**config.mk**
```make
export PLATFORM = sky130hd
export DESIGN_NAME = fifo_queue_with_search_core
export DESIGN_NICKNAME = d
export VERILOG_FILES = /design/src/hw/rtl/fqs_pkg.sv /design/src/hw/rtl/fqs_ram.sv /design/src/hw/rtl/fifo_queue_with_search_core.sv
export SDC_FILE = /design/constraint.sdc
export NUM_CORES = 1
export LEC_CHECK = 0
export ABC_AREA = 1
export BUFFER_PORTS_ARGS = -buffer_cell sky130_fd_sc_hd__buf_2
export CAP_MARGIN = 30
export CORE_ASPECT_RATIO = 1.2
export CORE_MARGIN = 2
export CORE_UTILIZATION = 62
export CTS_BUF_LIST = sky130_fd_sc_hd__clkbuf_16
export CTS_CLUSTER_DIAMETER = 200
export DETAILED_ROUTE_END_ITERATION = 16
export GPL_TIMING_DRIVEN = 0
export PLACE_DENSITY_LB_ADDON = 0.05
export SETUP_SLACK_MARGIN = 0.05
export SLEW_MARGIN = 5
export SYNTH_ARGS = -nofsm -noshare
export SYNTH_HDL_FRONTEND = slang
export SYNTH_SLANG_ARGS = --single-unit
```
**constraint.sdc**
```tcl
create_clock -name clk -period 6.9 [get_ports clk]
set_clock_uncertainty 0.2 [all_clocks]
set_input_delay 0 -clock clk [delete_from_list [all_inputs] [get_ports clk]]
set_output_delay 0 -clock clk [all_outputs]
set_load 0.01 [all_outputs]
```
**src/hw/rtl/fqs_pkg.sv**
```systemverilog
package fqs_pkg;

    localparam int KIND_W   = 3;
    localparam int VALUE_W  = 32;
    localparam int POS_W    = 4;
    localparam int COUNT_W  = 5;
    localparam int STATUS_W = 2;

    localparam logic [KIND_W-1:0] KIND_PUSH  = 3'd0;
    localparam logic [KIND_W-1:0] KIND_POP   = 3'd1;
    localparam logic [KIND_W-1:0] KIND_PEEK  = 3'd2;
    localparam logic [KIND_W-1:0] KIND_FIND  = 3'd3;
    localparam logic [KIND_W-1:0] KIND_READ  = 3'd4;
    localparam logic [KIND_W-1:0] KIND_CLEAR = 3'd5;

    localparam logic [STATUS_W-1:0] STAT_OK    = 2'd0;
    localparam logic [STATUS_W-1:0] STAT_EMPTY = 2'd1;
    localparam logic [STATUS_W-1:0] STAT_FULL  = 2'd2;
    localparam logic [STATUS_W-1:0] STAT_RANGE = 2'd3;

    typedef enum logic [1:0] {
        S_IDLE,
        S_READ,
        S_FIND
    } fqs_state_t;

endpackage

```
**src/hw/rtl/fqs_ram.sv**
```systemverilog
module fqs_ram #(
    parameter int DATA_W = 32,
    parameter int DEPTH  = 16
) (
    input  logic                     clk,
    input  logic                     we,
    input  logic [$clog2(DEPTH)-1:0] waddr,
    input  logic [DATA_W-1:0]        wdata,
    input  logic [$clog2(DEPTH)-1:0] raddr,
    output logic [DATA_W-1:0]        rdata
);

    logic [DATA_W-1:0] mem [DEPTH];

    always_ff @(posedge clk)
    begin
        if (we)
        begin
            mem[waddr] <= wdata;
        end
        rdata <= mem[raddr];
    end

endmodule

```
**src/hw/rtl/fifo_queue_with_search_core.sv**
```systemverilog
// push, clear and every refused operation: result registered the cycle after the beat is taken
// pop, peek and indexed read: the synchronous ram read is then registered again as the result
// find: one entry per cycle through the single ram read port, until a match or the last entry
// a new beat is taken once the previous operation has finished and the output slot is free
// rst_n is asynchronous and clears pointers, occupancy and output valid
// the entry store itself is not initialised; only entries inside the occupancy reach a result
module fifo_queue_with_search_core #(
    parameter int DEPTH      = 16,
    parameter int DATA_WIDTH = 32
) (
    input  logic                         clk,
    input  logic                         rst_n,
    input  logic                         in_valid,
    output logic                         in_ready,
    input  logic [fqs_pkg::KIND_W-1:0]   kind,
    input  logic [fqs_pkg::VALUE_W-1:0]  value,
    input  logic [fqs_pkg::POS_W-1:0]    position,
    output logic                         out_valid,
    input  logic                         out_ready,
    output logic [fqs_pkg::VALUE_W-1:0]  value_out,
    output logic                         found,
    output logic [fqs_pkg::POS_W-1:0]    found_position,
    output logic [fqs_pkg::COUNT_W-1:0]  entry_count,
    output logic                         is_empty,
    output logic [fqs_pkg::STATUS_W-1:0] status
);

    import fqs_pkg::*;

    localparam int PTR_W = $clog2(DEPTH);
    localparam int OCC_W = $clog2(DEPTH + 1);
    localparam int CMP_W = (OCC_W > POS_W) ? OCC_W : POS_W;
    localparam int SUM_W = ((PTR_W > POS_W) ? PTR_W : POS_W) + 1;

    function automatic logic [PTR_W-1:0] ring_next(input logic [PTR_W-1:0] p);
        logic [PTR_W-1:0] r;
        if (p == PTR_W'(DEPTH - 1))
        begin
            r = '0;
        end
        else
        begin
            r = p + 1'b1;
        end
        return r;
    endfunction

    fqs_state_t state_reg, state_next;

    logic [PTR_W-1:0]      front_reg, front_next;
    logic [PTR_W-1:0]      back_reg, back_next;
    logic [OCC_W-1:0]      occ_reg, occ_next;
    logic [PTR_W-1:0]      scan_addr_reg, scan_addr_next;
    logic [PTR_W-1:0]      cmp_idx_reg, cmp_idx_next;
    logic [DATA_WIDTH-1:0] key_reg, key_next;

    logic                  out_valid_reg, out_valid_next;
    logic [VALUE_W-1:0]    value_out_reg;
    logic                  found_reg;
    logic [POS_W-1:0]      found_position_reg;
    logic [COUNT_W-1:0]    entry_count_reg;
    logic                  is_empty_reg;
    logic [STATUS_W-1:0]   status_reg;

    logic                  res_load;
    logic [VALUE_W-1:0]    res_value;
    logic                  res_found;
    logic [POS_W-1:0]      res_fpos;
    logic [STATUS_W-1:0]   res_status;

    logic                  ram_we;
    logic [PTR_W-1:0]      ram_waddr;
    logic [DATA_WIDTH-1:0] ram_wdata;
    logic [PTR_W-1:0]      ram_raddr;
    logic [DATA_WIDTH-1:0] ram_rdata;

    logic                  in_fire;
    logic                  q_empty;
    logic                  q_full;
    logic                  pos_ok;
    logic [SUM_W-1:0]      pos_sum;
    logic [PTR_W-1:0]      pos_addr;
    logic                  find_match;
    logic                  find_last;

    assign in_ready = (state_reg == S_IDLE) && (!out_valid_reg || out_ready);
    assign in_fire  = in_valid && in_ready;

    assign q_empty = (occ_reg == '0);
    assign q_full  = (occ_reg == OCC_W'(DEPTH));
    assign pos_ok  = CMP_W'(position) < CMP_W'(occ_reg);

    // front + position stays below twice the depth whenever the position is in range
    always_comb
    begin
        pos_sum = SUM_W'(front_reg) + SUM_W'(position);
        if (pos_sum >= SUM_W'(DEPTH))
        begin
            pos_sum = pos_sum - SUM_W'(DEPTH);
        end
        pos_addr = pos_sum[PTR_W-1:0];
    end

    assign find_match = (ram_rdata == key_reg);
    assign find_last  = (OCC_W'(cmp_idx_reg) + 1'b1) == occ_reg;

    fqs_ram #(
        .DATA_W (DATA_WIDTH),
        .DEPTH  (DEPTH)
    ) u_store (
        .clk   (clk),
        .we    (ram_we),
        .waddr (ram_waddr),
        .wdata (ram_wdata),
        .raddr (ram_raddr),
        .rdata (ram_rdata)
    );

    always_comb
    begin
        state_next = state_reg;
        unique case (state_reg)
            S_IDLE:
            begin
                if (in_fire)
                begin
                    unique case (kind)
                        KIND_POP, KIND_PEEK:
                        begin
                            if (!q_empty)
                            begin
                                state_next = S_READ;
                            end
                        end
                        KIND_READ:
                        begin
                            if (!q_empty && pos_ok)
                            begin
                                state_next = S_READ;
                            end
                        end
                        KIND_FIND:
                        begin
                            if (!q_empty)
                            begin
                                state_next = S_FIND;
                            end
                        end
                        default:
                        begin
                            state_next = S_IDLE;
                        end
                    endcase
                end
            end
            S_READ:
            begin
                state_next = S_IDLE;
            end
            S_FIND:
            begin
                if (find_match || find_last)
                begin
                    state_next = S_IDLE;
                end
            end
            default:
            begin
                state_next = S_IDLE;
            end
        endcase
    end

    always_comb
    begin
        front_next     = front_reg;
        back_next      = back_reg;
        occ_next       = occ_reg;
        scan_addr_next = scan_addr_reg;
        cmp_idx_next   = cmp_idx_reg;
        key_next       = key_reg;
        ram_we         = 1'b0;
        ram_waddr      = back_reg;
        ram_wdata      = DATA_WIDTH'(value);
        ram_raddr      = front_reg;
        res_load       = 1'b0;
        res_value      = '0;
        res_found      = 1'b0;
        res_fpos       = '0;
        res_status     = STAT_OK;
        unique case (state_reg)
            S_IDLE:
            begin
                if (in_fire)
                begin
                    unique case (kind)
                        KIND_PUSH:
                        begin
                            res_load = 1'b1;
                            if (q_full)
                            begin
                                res_status = STAT_FULL;
                            end
                            else
                            begin
                                ram_we    = 1'b1;
                                back_next = ring_next(back_reg);
                                occ_next  = occ_reg + 1'b1;
                            end
                        end
                        KIND_POP:
                        begin
                            if (q_empty)
                            begin
                                res_load   = 1'b1;
                                res_status = STAT_EMPTY;
                            end
                            else
                            begin
                                front_next = ring_next(front_reg);
                                occ_next   = occ_reg - 1'b1;
                            end
                        end
                        KIND_PEEK:
                        begin
                            if (q_empty)
                            begin
                                res_load   = 1'b1;
                                res_status = STAT_EMPTY;
                            end
                        end
                        KIND_FIND:
                        begin
                            key_next       = DATA_WIDTH'(value);
                            scan_addr_next = ring_next(front_reg);
                            cmp_idx_next   = '0;
                            if (q_empty)
                            begin
                                res_load = 1'b1;
                            end
                        end
                        KIND_READ:
                        begin
                            ram_raddr = pos_addr;
                            if (q_empty)
                            begin
                                res_load   = 1'b1;
                                res_status = STAT_EMPTY;
                            end
                            else if (!pos_ok)
                            begin
                                res_load   = 1'b1;
                                res_status = STAT_RANGE;
                            end
                        end
                        KIND_CLEAR:
                        begin
                            res_load   = 1'b1;
                            front_next = '0;
                            back_next  = '0;
                            occ_next   = '0;
                        end
                        default:
                        begin
                            res_load = 1'b1;
                        end
                    endcase
                end
            end
            S_READ:
            begin
                res_load  = 1'b1;
                res_value = VALUE_W'(ram_rdata);
            end
            S_FIND:
            begin
                if (find_match)
                begin
                    res_load  = 1'b1;
                    res_found = 1'b1;
                    res_fpos  = POS_W'(cmp_idx_reg);
                end
                else if (find_last)
                begin
                    res_load = 1'b1;
                end
                else
                begin
                    // keep one read in flight while the previous entry is compared
                    ram_raddr      = scan_addr_reg;
                    scan_addr_next = ring_next(scan_addr_reg);
                    cmp_idx_next   = cmp_idx_reg + 1'b1;
                end
            end
            default:
            begin
                res_load = 1'b0;
            end
        endcase
    end

    always_comb
    begin
        out_valid_next = out_valid_reg;
        if (res_load)
        begin
            out_valid_next = 1'b1;
        end
        else if (out_ready)
        begin
            out_valid_next = 1'b0;
        end
    end

    always_ff @(posedge clk or negedge rst_n)
    begin
        if (!rst_n)
        begin
            state_reg     <= S_IDLE;
            front_reg     <= '0;
            back_reg      <= '0;
            occ_reg       <= '0;
            out_valid_reg <= 1'b0;
        end
        else
        begin
            state_reg     <= state_next;
            front_reg     <= front_next;
            back_reg      <= back_next;
            occ_reg       <= occ_next;
            out_valid_reg <= out_valid_next;
        end
    end

    always_ff @(posedge clk)
    begin
        scan_addr_reg <= scan_addr_next;
        cmp_idx_reg   <= cmp_idx_next;
        key_reg       <= key_next;
        if (res_load)
        begin
            value_out_reg      <= res_value;
            found_reg          <= res_found;
            found_position_reg <= res_fpos;
            entry_count_reg    <= COUNT_W'(occ_next);
            is_empty_reg       <= (occ_next == '0);
            status_reg         <= res_status;
        end
    end

    assign out_valid      = out_valid_reg;
    assign value_out      = value_out_reg;
    assign found          = found_reg;
    assign found_position = found_position_reg;
    assign entry_count    = entry_count_reg;
    assign is_empty       = is_empty_reg;
    assign status         = status_reg;

endmodule

```
==> run_summary.xml <==
<?xml version="1.0" encoding="UTF-8"?>
<metrics>
  <group name="pwr">
    <metric name="power_density" unit="nW/µm²">481</metric>
    <metric name="report.power.total" unit="mW">15.6</metric>
    <metric name="combPwrFrac" unit="%">46.6</metric>
    <metric name="net_switching_share_of_the_total_power" unit="%">42.7</metric>
    <metric name="power.net_switching" unit="mW">6.66</metric>
    <metric name="power_frac_clock" unit="%">22.4</metric>
    <metric name="irDropWorstVdd" unit="mV">0.279</metric>
    <metric name="static-leakage-power" unit="nW">13.5</metric>
    <metric name="power.sequential.fraction" unit="%">31.0</metric>
    <metric name="internal_power" unit="mW">8.94</metric>
  </group>
  <group name="synth">
    <metric name="synth-edff-count" unit="">597</metric>
    <metric name="synthesis.instances" unit="">2591</metric>
    <metric name="synth.lib_cells_used.distinct" unit="">40</metric>
    <metric name="netlist.top_cell.by_area" unit="">edfxtp_1</metric>
    <metric name="yosys-mux-area-fraction" unit="%">0</metric>
    <metric name="synth_top_family_by_area" unit="">simple AND/OR/NAND/NOR gates</metric>
    <metric name="yosys.area_share.simple" unit="%">21.1</metric>
    <metric name="synth_sequential_area_ratio" unit="%">67.5</metric>
    <metric name="yosys_register_bits" unit="">645</metric>
    <metric name="synth_compound_area_share" unit="%">1.06</metric>
    <metric name="async_reset_ff_share" unit="%">2.48</metric>
    <metric name="yosys-top-cells-area" unit="">edfxtp_1 64%, nand3_1 11%, nand2_1 7.5%</metric>
    <metric name="post_synth_fa_ha_maj_area_fraction" unit="%">0.784</metric>
    <metric name="synthesis.area" unit="µm²">28100</metric>
    <metric name="synth_top_area_share" unit="%">63.8</metric>
    <metric name="post_synth.cell_area_avg" unit="µm²">10.8</metric>
    <metric name="yosysWarnings" unit="">0</metric>
    <metric name="synth_top_flop_cell" unit="">edfxtp_1</metric>
    <metric name="post_synth_xor_area_fraction" unit="%">1.28</metric>
    <metric name="synthesis.nets" unit="">2651</metric>
  </group>
  <group name="worst_hold_path">
    <metric name="worst_hold_path_type" unit="">in2reg</metric>
  </group>
  <group name="floorplanning">
    <metric name="die_height" unit="µm">237</metric>
    <metric name="fp.coreArea" unit="µm²">44800</metric>
    <metric name="die_outline_area" unit="µm²">47000</metric>
    <metric name="dieWidth" unit="µm">198</metric>
    <metric name="initial_core_util" unit="%">62.7</metric>
    <metric name="floorplan.rows" unit="">85</metric>
    <metric name="floorplan.io_pins" unit="">90</metric>
  </group>
  <group name="cells_and_area">
    <metric name="ratio_of_cells_with_drive_above_1_in_the_final_layout" unit="%">12.4</metric>
    <metric name="design.final.nets" unit="">2879</metric>
    <metric name="largest_register" unit="">u_store.mem</metric>
    <metric name="area_delta_synth_final" unit="%">15.6</metric>
    <metric name="nFillCells" unit="">3130</metric>
    <metric name="final_core_utilization" unit="%">72.5</metric>
    <metric name="largest_register_ffs" unit="">512</metric>
  </group>
  <group name="routing">
    <metric name="avgRoutedWirePerCell" unit="µm">22.0</metric>
    <metric name="dr.max_layer_used" unit="">met5</metric>
    <metric name="wl_met1" unit="µm">29800</metric>
    <metric name="via_per_inst" unit="">5.72</metric>
    <metric name="drcViolationCount" unit="">0</metric>
    <metric name="vias" unit="">19900</metric>
    <metric name="postRouteAntennaNets" unit="">0</metric>
    <metric name="met2_length" unit="µm">36900</metric>
    <metric name="met3RoutedLength" unit="µm">6860</metric>
    <metric name="routed_wirelength" unit="µm">76700</metric>
    <metric name="first_iter_violations" unit="">1994</metric>
    <metric name="firstDrtPassIters" unit="">6</metric>
  </group>
  <group name="setup_path">
    <metric name="criticalPathCategory" unit="">reg2reg</metric>
    <metric name="family_with_the_most_delay_on_the_worst_path" unit="">buffers and inverters</metric>
    <metric name="worst_path_largest_cell_delay" unit="ns">0.59</metric>
    <metric name="cp.required" unit="ns">7.08</metric>
    <metric name="path_cells" unit="">inv_1 -&gt; ha_1 -&gt; o21ai_0 -&gt; nand2_1 -&gt; a21oi_1 -&gt; nor2_1 -&gt; o21ai_0 -&gt; dlygate4sd3_1 -&gt; nand2_1 -&gt; a22oi_1 -&gt; o21ai_0 -&gt; nand2_1 -&gt; nand3_2 -&gt; buf_16</metric>
    <metric name="startpoint_type" unit="">flop</metric>
    <metric name="critical_path.max_fanout" unit="">24</metric>
    <metric name="worst-path-buf-inv" unit="">3</metric>
    <metric name="cp_slowest_cell" unit="">dlygate4sd3_1</metric>
    <metric name="worst_ep_arrival_time" unit="ns">4.20</metric>
    <metric name="critical_path.endpoint_type" unit="">flop</metric>
  </group>
  <group name="placement">
    <metric name="pre_cts_slack" unit="ns">3.28</metric>
    <metric name="final_estimated_routing_congestion_in_global_placement" unit="">0.899</metric>
    <metric name="dpl.hpwl" unit="µm">52400</metric>
    <metric name="numPortBuffers" unit="">89</metric>
  </group>
  <group name="timing">
    <metric name="slew_violations" unit="">0</metric>
    <metric name="setup-violations-final" unit="">0</metric>
    <metric name="finalCritPeriodShare" unit="%">58.3</metric>
    <metric name="timing_worst_slew_pin_value" unit="ns">0.842</metric>
    <metric name="timing.final.hold_violations" unit="">0</metric>
    <metric name="totalNegativeSetupSlack" unit="ns">0</metric>
    <metric name="fmax" unit="GHz">0.249</metric>
    <metric name="timing.slew.headroom" unit="%">43.7</metric>
    <metric name="rsz_0062_raised_after_global_routing" unit="">no</metric>
    <metric name="hold-worst-slack" unit="ns">0.0312</metric>
    <metric name="setup_ws" unit="ns">2.88</metric>
    <metric name="period_minus_ws_final" unit="ns">4.02</metric>
  </group>
  <group name="global_routing">
    <metric name="grt_pass1_vias" unit="">19000</metric>
    <metric name="initial_antenna_violation_count" unit="">6</metric>
    <metric name="grt_max_degree" unit="">25</metric>
    <metric name="grt_pass1_wl" unit="µm">114000</metric>
    <metric name="grtUsageTotal" unit="%">33.2</metric>
    <metric name="grt_overflow_total" unit="">0</metric>
  </group>
  <group name="outcome">
    <metric name="run_status" unit="">completed</metric>
  </group>
  <group name="run">
    <metric name="max_cap_violation_count" unit="">0</metric>
  </group>
  <group name="clocking">
    <metric name="clock_tree.root_cell" unit="">clkbuf_16</metric>
    <metric name="postCtsSetupBuffers" unit="">0</metric>
    <metric name="tritoncts_buffers" unit="">61</metric>
    <metric name="cts_repair_resize_count" unit="">0</metric>
    <metric name="htree_levels" unit="">2</metric>
    <metric name="clk_pin_slew" unit="ns">0.07</metric>
    <metric name="ctsHoldBuffers" unit="">48</metric>
    <metric name="ctsLongestPathBuffers" unit="">3</metric>
    <metric name="clock_tree_from_tritoncts" unit="">done</metric>
    <metric name="clock_sinks" unit="">645</metric>
    <metric name="worst_skew_pair.late_latency" unit="ns">0.64</metric>
  </group>
</metrics>
path summary, 6_finish.rpt:
| check | startpoint | end | slack, ns | cells past startpoint |
|---|---|---|---|---|
| worst max-delay path | occ_reg[1] | value_out[24] | 2.88 | 14 |
| worst min-delay path | position[0] | status[1] | 0.03 | 9 |
| worst max register to register | occ_reg[1] | value_out[24] | 2.88 | 14 |
| worst min register to register | u_store.rdata[10] | value_out[10] | 0.36 | 2 |
| max in group asynchronous | rst_n | occ_reg[3] | 5.63 | 3 |
| min in group asynchronous | rst_n | out_valid | 0.34 | 3 |
cell type report:
| cell class | count | area [µm²] | share of cell area, % |
|---|---|---|---|
| Antenna cell | 3 | 7.51 | 0.0231 |
| Buffer | 141 | 913 | 2.81 |
| Clock buffer | 62 | 1550 | 4.78 |
| Clock inverter | 52 | 537 | 1.65 |
| Inverter | 373 | 1400 | 4.31 |
| Multi-Input combinational cell | 1432 | 6940 | 21.4 |
| Sequential cell | 645 | 19000 | 58.4 |
| Tap cell | 609 | 762 | 2.35 |
| Timing Repair Buffer | 165 | 1400 | 4.31 |
power by group through the flow:
stage	Clock [mW]	Sequential, mW	Combinational [mW]
floorplan	0	4.94	4.55
CTS	3.51	4.84	7.13
global route	3.65	4.87	7.85
global placement	0	4.93	6.85
finish	3.50	4.84	7.27
detailed placement	0	4.92	7.04
stage by stage:
step           instance area, µm²  instances
3_3_place_gp                29300       3289
4_1_cts                     32500       3478
5_1_grt                     32500       3481
6_report                    32500       3482
3_5_place_dp                29900       3316
2_1_floorplan               28100       2591
logic make-up after synthesis:
group / count (synthesis)
AND/OR/NAND/NOR: 1321
AO/OA/AOI/OAI: 53
adder cells (fa/ha/maj): 17
XOR/XNOR: 41
flip-flops: 645
buffers and inverters: 514
layout by cell type, fill, tap and decap left out, types with 6 or more instances in the layout:
cell type and count:
a21oi_1 16, inv_1 375, buf_16 6, dlygate4sd3_1 48, dfrtp_1 16, buf_12 10, o21ai_0 24, nand3_1 601
dfxtp_1 32, xnor2_1 34, nor2_4 17, nor3_1 7, buf_6 31, nand4_1 8, buf_4 37, xor2_1 7
clkbuf_16 62, clkinv_1 11, buf_2 141, clkbuf_1 30, nand2_1 562, clkinv_2 12, nand3b_1 37, bufinv_16 10
clkinv_4 6, edfxtp_1 597, nor2_1 75, ha_1 16
cells in the mapped netlist, drive strengths merged (17+ instances only):
master / n
a21oi: 17
o21ai: 26
buf: 111
dfxtp: 32
nand2: 567
nand3: 602
inv: 373
nor2: 94
clkbuf: 30
xnor2: 34
edfxtp: 597
nand3b: 37
worst register-to-register path, cell delays in order (launching register included):
cell	delay (ns)
dfrtp_1	0.43
inv_1	0.13
ha_1	0.28
o21ai_0	0.07
nand2_1	0.07
a21oi_1	0.12
nor2_1	0.05
o21ai_0	0.19
dlygate4sd3_1	0.59
nand2_1	0.07
a22oi_1	0.24
o21ai_0	0.16
nand2_1	0.13
nand3_2	0.59
buf_16	0.43
layer usage:
metal	vias to the layer above	global-route usage [%]
met5	-	0
met4	8	13.8
met3	200	5.66
met2	1045	54.2
met1	9512	44.5
li1	9157	-
Power figures use the tool's default switching activity.
